`config.mk`:
```
export PLATFORM = sky130hd
export DESIGN_NAME = fpcr_ctrl
export DESIGN_NICKNAME = d
export VERILOG_FILES = /design/src/sv/fpcr_pkg.sv /design/src/sv/fpcr_ctrl.sv
export SDC_FILE = /design/constraint.sdc
export NUM_CORES = 1
export LEC_CHECK = 0
export BUFFER_PORTS_ARGS = -buffer_cell sky130_fd_sc_hd__buf_2
export CORE_MARGIN = 2
export CORE_UTILIZATION = 25
export CTS_CLUSTER_DIAMETER = 120
export DETAILED_ROUTE_END_ITERATION = 7
export PLACE_DENSITY = 0.48
export REMOVE_ABC_BUFFERS = 1
export SYNTH_ARGS = -nofsm -noshare
export SYNTH_HDL_FRONTEND = slang
export SYNTH_SLANG_ARGS = --single-unit
```
`constraint.sdc`:
```
create_clock -name clk -period 2.05 [get_ports clk]
set_input_delay 0.615 -clock clk [delete_from_list [all_inputs] [get_ports clk]]
set_output_delay 0.615 -clock clk [all_outputs]
set_load 0.02 [all_outputs]
```
`src/sv/fpcr_pkg.sv`:
```
// Shared types, constants and helpers for the false-position cubic root finder.
// Depends on nothing; every other file of the block imports it.
`timescale 1ns / 1ps
`default_nettype none
package fpcr_pkg;

  localparam int XW = 28;   // Q12.16 bracket and estimate width
  localparam int FW = 48;   // f(x) width, signed
  localparam int UW = 47;   // |f(x)| width
  localparam int WW = 48;   // |f(a)| + |f(b)| width
  localparam int RW = 51;   // long-division remainder width
  localparam int QW = 29;   // step quotient width
  localparam int BW = 5;    // bit index of the 28 multiplier bits
  localparam int VW = 28;   // |b - a| width
  localparam int CW = 30;   // width of a +/- step before clamping

  localparam logic [BW-1:0] DIV_TOP_BIT = BW'(VW - 1);
  localparam logic signed [XW-1:0] XLIM = XW'(67108864);
  localparam logic signed [CW-1:0] XLIM_W = CW'(67108864);
  localparam logic signed [FW-1:0] F_OFFSET = FW'(9 * 65536);

  localparam logic REG_TOLERANCE  = 1'b0;
  localparam logic REG_ITER_LIMIT = 1'b1;

  typedef enum logic [1:0] {
    ST_EXACT  = 2'd0,
    ST_CONV   = 2'd1,
    ST_NOSIGN = 2'd2,
    ST_LIMIT  = 2'd3
  } fpcr_status_t;

  typedef enum logic [1:0] {
    SRC_A = 2'd0,
    SRC_B = 2'd1,
    SRC_C = 2'd2
  } cub_src_t;

  typedef enum logic [3:0] {
    S_IDLE, S_A_GO, S_A_WAIT, S_B_GO, S_B_WAIT, S_CHECK, S_DIV_INIT,
    S_DIV_SHIFT, S_DIV_SUB, S_MAKE_C, S_C_GO, S_C_WAIT, S_UPDATE, S_CONV,
    S_FINISH
  } fpcr_state_t;

  typedef struct packed {
    logic signed [XW-1:0] guess_low;
    logic signed [XW-1:0] guess_high;
  } req_t;

  typedef struct packed {
    logic signed [XW-1:0] root;
    fpcr_status_t         status;
    logic [7:0]           iterations;
  } res_t;

  typedef struct packed {
    logic         load;
    logic         cub_start;
    logic         cub_latch;
    cub_src_t     cub_src;
    logic         div_init;
    logic         div_shift;
    logic         div_sub;
    logic         div_next;
    logic         make_c;
    logic         update;
    logic         out_load;
    fpcr_status_t out_status;
  } ctl_cmd_t;

  typedef struct packed {
    logic cub_done;
    logic bad_interval;
    logic r_ge_w;
    logic bit_last;
    logic fc_zero;
    logic conv;
    logic limit_hit;
    logic out_busy;
  } ctl_sts_t;

  function automatic logic signed [XW-1:0] clampx(input logic signed [CW-1:0] x);
    if (x > XLIM_W) begin
      return XLIM;
    end else if (x < -XLIM_W) begin
      return -XLIM;
    end
    return x[XW-1:0];
  endfunction

endpackage
`default_nettype wire

```
`src/sv/fpcr_ctrl.sv`:
```
// Controller state machine: sequences cubic evaluations, the step division and the
// bracket update. Depends on fpcr_pkg.
`timescale 1ns / 1ps
`default_nettype none
module fpcr_ctrl (
  input  wire                     clk,
  input  wire                     rst,
  input  wire                     req_valid,
  output logic                    req_stall,
  input  wire fpcr_pkg::ctl_sts_t sts,
  output fpcr_pkg::ctl_cmd_t      cmd
);
  import fpcr_pkg::*;

  fpcr_state_t  state, state_next;
  fpcr_status_t fin, fin_next;

  always_ff @(posedge clk) begin
    if (rst) begin
      state <= S_IDLE;
      fin   <= ST_EXACT;
    end else begin
      state <= state_next;
      fin   <= fin_next;
    end
  end

  always_comb begin
    state_next = state;
    fin_next   = fin;
    cmd        = '0;
    cmd.cub_src    = SRC_A;
    cmd.out_status = fin;
    req_stall  = state != S_IDLE;
    unique case (state)
      S_IDLE: begin
        if (req_valid) begin
          cmd.load   = 1'b1;
          state_next = S_A_GO;
        end
      end
      S_A_GO: begin
        cmd.cub_start = 1'b1;
        state_next    = S_A_WAIT;
      end
      S_A_WAIT: begin
        if (sts.cub_done) begin
          cmd.cub_latch = 1'b1;
          state_next    = S_B_GO;
        end
      end
      S_B_GO: begin
        cmd.cub_src   = SRC_B;
        cmd.cub_start = 1'b1;
        state_next    = S_B_WAIT;
      end
      S_B_WAIT: begin
        cmd.cub_src = SRC_B;
        if (sts.cub_done) begin
          cmd.cub_latch = 1'b1;
          state_next    = S_CHECK;
        end
      end
      S_CHECK: begin
        if (sts.bad_interval) begin
          fin_next   = ST_NOSIGN;
          state_next = S_FINISH;
        end else begin
          state_next = S_DIV_INIT;
        end
      end
      S_DIV_INIT: begin
        cmd.div_init = 1'b1;
        state_next   = S_DIV_SHIFT;
      end
      S_DIV_SHIFT: begin
        cmd.div_shift = 1'b1;
        state_next    = S_DIV_SUB;
      end
      S_DIV_SUB: begin
        priority if (sts.r_ge_w) begin
          cmd.div_sub = 1'b1;
        end else if (sts.bit_last) begin
          state_next = S_MAKE_C;
        end else begin
          cmd.div_next = 1'b1;
          state_next   = S_DIV_SHIFT;
        end
      end
      S_MAKE_C: begin
        cmd.make_c = 1'b1;
        state_next = S_C_GO;
      end
      S_C_GO: begin
        cmd.cub_src   = SRC_C;
        cmd.cub_start = 1'b1;
        state_next    = S_C_WAIT;
      end
      S_C_WAIT: begin
        cmd.cub_src = SRC_C;
        if (sts.cub_done) begin
          cmd.cub_latch = 1'b1;
          state_next    = S_UPDATE;
        end
      end
      S_UPDATE: begin
        if (sts.fc_zero) begin
          fin_next   = ST_EXACT;
          state_next = S_FINISH;
        end else begin
          cmd.update = 1'b1;
          state_next = S_CONV;
        end
      end
      S_CONV: begin
        priority if (sts.conv) begin
          fin_next   = ST_CONV;
          state_next = S_FINISH;
        end else if (sts.limit_hit) begin
          fin_next   = ST_LIMIT;
          state_next = S_FINISH;
        end else begin
          state_next = S_DIV_INIT;
        end
      end
      S_FINISH: begin
        if (!sts.out_busy) begin
          cmd.out_load = 1'b1;
          state_next   = S_IDLE;
        end
      end
      default: state_next = S_IDLE;
    endcase
  end
endmodule
`default_nettype wire

```
==> results.ini, run 1 <==
[status]
status=completed

[timing]
fmax_mhz=495
period_minus_slack_ns=2.02
maxSlewViolCount=0
skew_ns=0.00728
relSlewSlack=0.830
setup_tns_ns=0
finalSetupViolCount=0
post-route-period-util=0.985
rsz0062_at_grt=true
hold_viol=0
tightest_slew_ns=0.252

[routing]
route.vias.total=806
route.antenna.remaining_nets=0
route.detailed.drc=0
wl_per_cell_um=13.0
dr.pass1.iters=4
drt-initial-drc-count=18
wl_um=1940
via_per_inst=5.41

[synth]
synthCells=91
synth.ff_latch_count=6
ys_seq_area_frac=0.187
synth_cell_types=41
synth_top_flop_cell=dfxtp_1
netlist.area_leader.share=0.187
yosysMostFrequentCell=nor2_1
yosysTopAreaCell=dfxtp_1
async_reset_ff_frac=0
synth_edf_count=0
synth.top_cells.by_count=14 x nor2_1, 6 x dfxtp_1, 6 x nand2b_1
postSynthAreaPerCell_um2=7.07
synthTopCellsByArea=dfxtp_1 19%, nor2_1 8.2%, nand2b_1 5.8%
syn_area_um2=643
yosysWarnings=0

[clocking]
h-tree-depth=1
clk_latency_ns=0.25
cts_buffers=3
clk_pin_slew_ns=0.05
cts-root-buf=clkbuf_4
cts.sinks=6
cts_tree=yes
clk_path_buf_depth=2

[critical_path]
crit_type=flop to output port
cp_max_fo=8
worstPathRequired_ns=1.43
crit_chain=or4bb_1, nor2_1, buf_4
critPathSlowestCell=or4bb_1
end_kind=output port
critPathArrivalTime_ns=1.40
worstSetupStartpointType=flop
worst_path_largest_cell_delay_ns=0.52

[floorplanning]
die_h_um=54.7
io_pins=26
fp.dieW_um=54.7
start_util=0.262
die_area_um2=2990
std_cell_rows=18
core_um2=2450

[global_route]
grt_pass1_wl_um=3130
grt_start_max_net_pins=19
overflow=0
antenna_found_initial=0
grt_usage=0.145
grt_pass1_vias=684

[run]
cap_violations=0

[place]
gp_congestion=0.808
io_buffers=25
hpwl_um=1460

[layout]
multi_input_area_um2=483
drive_above_1_share=0.370
diodes=0
n_fill_cell=271
final_util=0.355
fin_nets=132
syn2layout_area_growth_pct=35.4
regArea_um2=126

[power_and_ir_drop]
ir_drop_mv=0.354
leakage_nw=0.404
powerDensity_nw_per_um2=708

[worst_hold_path]
min_path_type=flop to flop

layer usage:
metal	routed length, um	GRT usage	up-vias
met5	0	0	-
met4	19	0.0542	0
li1	-	-	401
met3	105	0.0383	2
met2	894	0.212	31
met1	922	0.199	372
logic make-up after synthesis:
family / Yosys count / share of synthesized area
muxes: 1 / 0.0156
AOI/OAI and AO/OA: 25 / 0.302
xor gates and xnor gates: 1 / 0.0136
buffers and inverters: 10 / 0.0623
DFF: 6 / 0.187
and+or+nand+nor: 48 / 0.420
worst paths after layout:
path / startpoint / to / slack, ns / depth (start not counted)
min: fin[0] / fin[0] / 0.48 / 2
max reg2reg: state[3] / state[1] / 0.28 / 5
max: state[1] / cmd[6] / 0.03 / 3
min reg2reg: fin[0] / fin[0] / 0.48 / 2
what timing repair did:
action                     in CTS  in global routing
setup endpoints to repair       3                  6
hold buffers                    0                  0
pin swaps                       0                  2
setup buffers                   0                  3
gates resized for setup         2                  4
stage by stage:
step / instance area, um^2 / hold WS, ns / setup WS (ns) / instances / total power, mW
global route: 871 / 0.494 / -0.0316 / 149 / 0.667
floorplan: 607 / 0.550 / -0.00435 / 82 / 0.367
global placement: 815 / 0.470 / 0.0563 / 143 / 0.480
detailed placement: 815 / 0.479 / 0.0480 / 143 / 0.477
CTS: 841 / 0.486 / 0.00927 / 146 / 0.600
finish: 871 / 0.483 / 0.0305 / 149 / 0.617
state kept, by name, summed over array words and instances (netlist names):
name,count
state,4
fin,2
worst max-delay path: cells and delay by family, from the launching register on:
| family | cells | cell delay, ns |
|---|---|---|
| buffers and inverters | 1 | 0.15 |
| DFF | 1 | 0.36 |
| and+or+nand+nor | 2 | 0.65 |
placed cells by master (no fill, tap or decap), types with 2 or more instances in the layout:
cell,n
nand2_1,5
nand4_1,2
o21ai_0,3
dfxtp_2,2
a31oi_1,2
buf_2,23
nor4_1,2
o21bai_1,3
nand4b_1,3
nand2b_1,6
a21oi_1,4
nor2_1,14
buf_4,11
o32ai_1,2
dfxtp_1,3
or2_1,2
nor3_1,3
o211a_1,2
clkbuf_4,3
report_power, final:
part           leakage [nW]  switching [mW]  internal (mW)
sequential           0.0503          0.0267          0.135
combinational         0.340           0.189          0.153
clock                0.0138          0.0464         0.0665
total                 0.404           0.262          0.354
layout make-up:
cell class / count / area share
Clock buffer: 3 / 0.0259
Inverter: 1 / 0.00431
Multi-Input combinational cell: 75 / 0.555
Sequential cell: 6 / 0.145
Tap cell: 30 / 0.0431
Timing Repair Buffer: 34 / 0.227
Note: power is estimated with default switching activity, not from simulation.
==> inputs of run 2 (changes only) <==
Settings changed: CELL_PAD_IN_SITES_DETAIL_PLACEMENT from default to 0, CELL_PAD_IN_SITES_GLOBAL_PLACEMENT from default to 2, CORE_MARGIN 2 to 1.5, PLACE_DENSITY 0.48 to 0.8.
Clock period 2.05 ns to 2.4 ns, I/O delays scaled along.
==> run 2 against run 1 <==
Net effect:
- via count is 5.8% lower
- wire length is 4.6% lower
- critical path type unchanged
- count of clock-buffer cells in the layout stayed put
- global-route usage is 0.56 points lower
- clock skew is 0.0056 ns higher
- critical path depth stayed put
- non-clock buffer count is 5 lower
- clock power is 16% lower
- utilization is 1.9 points lower
- final area is 5.5% lower
==> results.ini, run 2 (synthesis results as in run 1) <==
[timing]
tightest_slew_ns=0.455  ; was 0.252 ns
period_minus_slack_ns=2.20
hold_viol=0  ; unchanged
post-route-period-util=0.917
relSlewSlack=0.696  ; was 0.830
maxSlewViolCount=0  ; unchanged
skew_ns=0.0128  ; was 0.00728 ns
finalSetupViolCount=0  ; unchanged
setup_tns_ns=0  ; unchanged
fmax_mhz=454
rsz0062_at_grt=false  ; was true

[routing]
drt-initial-drc-count=17  ; was 18
wl_per_cell_um=12.9  ; was 13.0 um
wl_um=1850  ; was 1940 um
via_per_inst=5.27  ; was 5.41
route.antenna.remaining_nets=0  ; unchanged
route.vias.total=759  ; was 806
route.detailed.drc=0  ; unchanged
dr.pass1.iters=4  ; unchanged

[layout]
diodes=0  ; unchanged
final_common_cell=buf_2  ; unchanged
max_flop_register=state  ; unchanged
reg.largest.list=state (4), fin (2)  ; unchanged
final_cell_mix=25 x buf_2, 14 x nor2_1, 6 x nand2b_1  ; was 23 x buf_2, 14 x nor2_1, 11 x buf_4
drive_above_1_share=0.325  ; was 0.370
fin_nets=127  ; was 132
syn2layout_area_growth_pct=28.0  ; was 35.4%
n_fill_cell=274  ; was 271
instances_no_fill=144  ; was 149
final_util=0.335  ; was 0.355
largest_reg_flops=4  ; unchanged

[clocking]
clk_pin_slew_ns=0.05  ; about the same
holdBufCountCts=0  ; unchanged
h-tree-depth=1  ; unchanged
cts_tree=yes  ; unchanged
cts.sinks=6  ; unchanged
cts_buffers=3  ; unchanged
cts-root-buf=clkbuf_4  ; unchanged
clk_path_buf_depth=2  ; unchanged
clk_latency_ns=0.25  ; about the same

[global_route]
grt_usage=0.139  ; was 0.145
overflow=0  ; unchanged
antenna_found_initial=0  ; unchanged
grt_pass1_wl_um=2930  ; was 3130 um
grt_pass1_vias=621  ; was 684
grt_start_max_net_pins=18  ; was 19

[floorplanning]
fp.dieW_um=53.7  ; was 54.7 um
die_h_um=53.7  ; was 54.7 um
core_um2=2450  ; unchanged
io_pins=26  ; unchanged
std_cell_rows=18  ; unchanged
start_util=0.262  ; unchanged
die_area_um2=2890  ; was 2990 um^2

[status]
status=completed  ; unchanged

[power_and_ir_drop]
ir_drop_mv=0.297  ; was 0.354 mV
power_mw=0.499  ; was 0.617 mW
powerDensity_nw_per_um2=606  ; was 708 nW/um^2
leakage_nw=0.378  ; was 0.404 nW

[place]
hpwl_um=1380  ; was 1460 um
gp_congestion=0.748  ; was 0.808
io_buffers=25  ; unchanged
place_inst=141  ; was 143

[critical_path]
critPathArrivalTime_ns=1.48  ; was 1.40 ns
worstPathRequired_ns=1.68  ; was 1.43 ns
crit_type=flop to output port  ; unchanged
cp_max_fo=6  ; was 8
end_kind=output port  ; unchanged
worstSetupStartpointType=flop  ; unchanged

[worst_hold_path]
min_path_type=flop to flop  ; unchanged

[run]
cap_violations=0  ; unchanged

-- run 2: cell count changes in the layout (fill, tap and decap cells not counted), sizes merged --
cell / change
buf: -5
-- run 2: cell type report --
| cell class | count | area, um^2 | share of cell area |
|---|---|---|---|
| clock buffers | 3 | 22.5 | 0.0274 |
| well taps | 30 | 37.5 | 0.0456 |
| repair buffers | 29 | 155 | 0.188 |
| inverters | 1 | 3.75 | 0.00456 |
| multi-input cells | 75 | 483 | 0.587 |
| flip-flops and latches | 6 | 121 | 0.147 |
-- run 2: final timing paths --
path              slack, ns  depth (start not counted)        to      from
hold reg to reg        0.48                          2    fin[0]    fin[0]
setup reg to reg       0.65                          5  state[1]  state[3]
hold / removal         0.48                          2    fin[0]    fin[0]
setup / recovery       0.20                          3    cmd[6]  state[3]
-- run 2: what timing repair did --
action / CTS / global route
resized for setup: 0 / 1
endpoints found under the setup margin: 0 / 1
setup buffers: 0 / 0
-- run 2: worst max-delay path, stage by stage (launching register included) --
cell,delay [ns]
dfxtp_1,0.44
or4bb_1,0.52
nor2_1,0.09
buf_2,0.17
-- run 2: report_power, final --
| part | total [mW] | switching, mW | internal [mW] |
|---|---|---|---|
| Combinational | 0.256 | 0.145 | 0.111 |
| Sequential | 0.147 | 0.0349 | 0.113 |
| Clock | 0.0948 | 0.0381 | 0.0567 |
-- run 2: routing by layer --
metal | vias to the layer above | wire, um | global-route usage
li1 | 386 | - | -
met1 | 355 | 946 | 0.193
met2 | 18 | 835 | 0.205
met3 | 0 | 71 | 0.0417
met4 | 0 | 0 | 0.0385
met5 | - | 0 | 0
-- run 2: metrics by stage --
stage	area (um^2)	hold WS, ns	setup slack (ns)
finish	823	0.484	0.198
global route	823	0.506	0.0938
CTS	822	0.487	0.101
detailed placement	800	0.479	0.195
global placement	800	0.467	0.188
floorplan	607	0.550	0.241
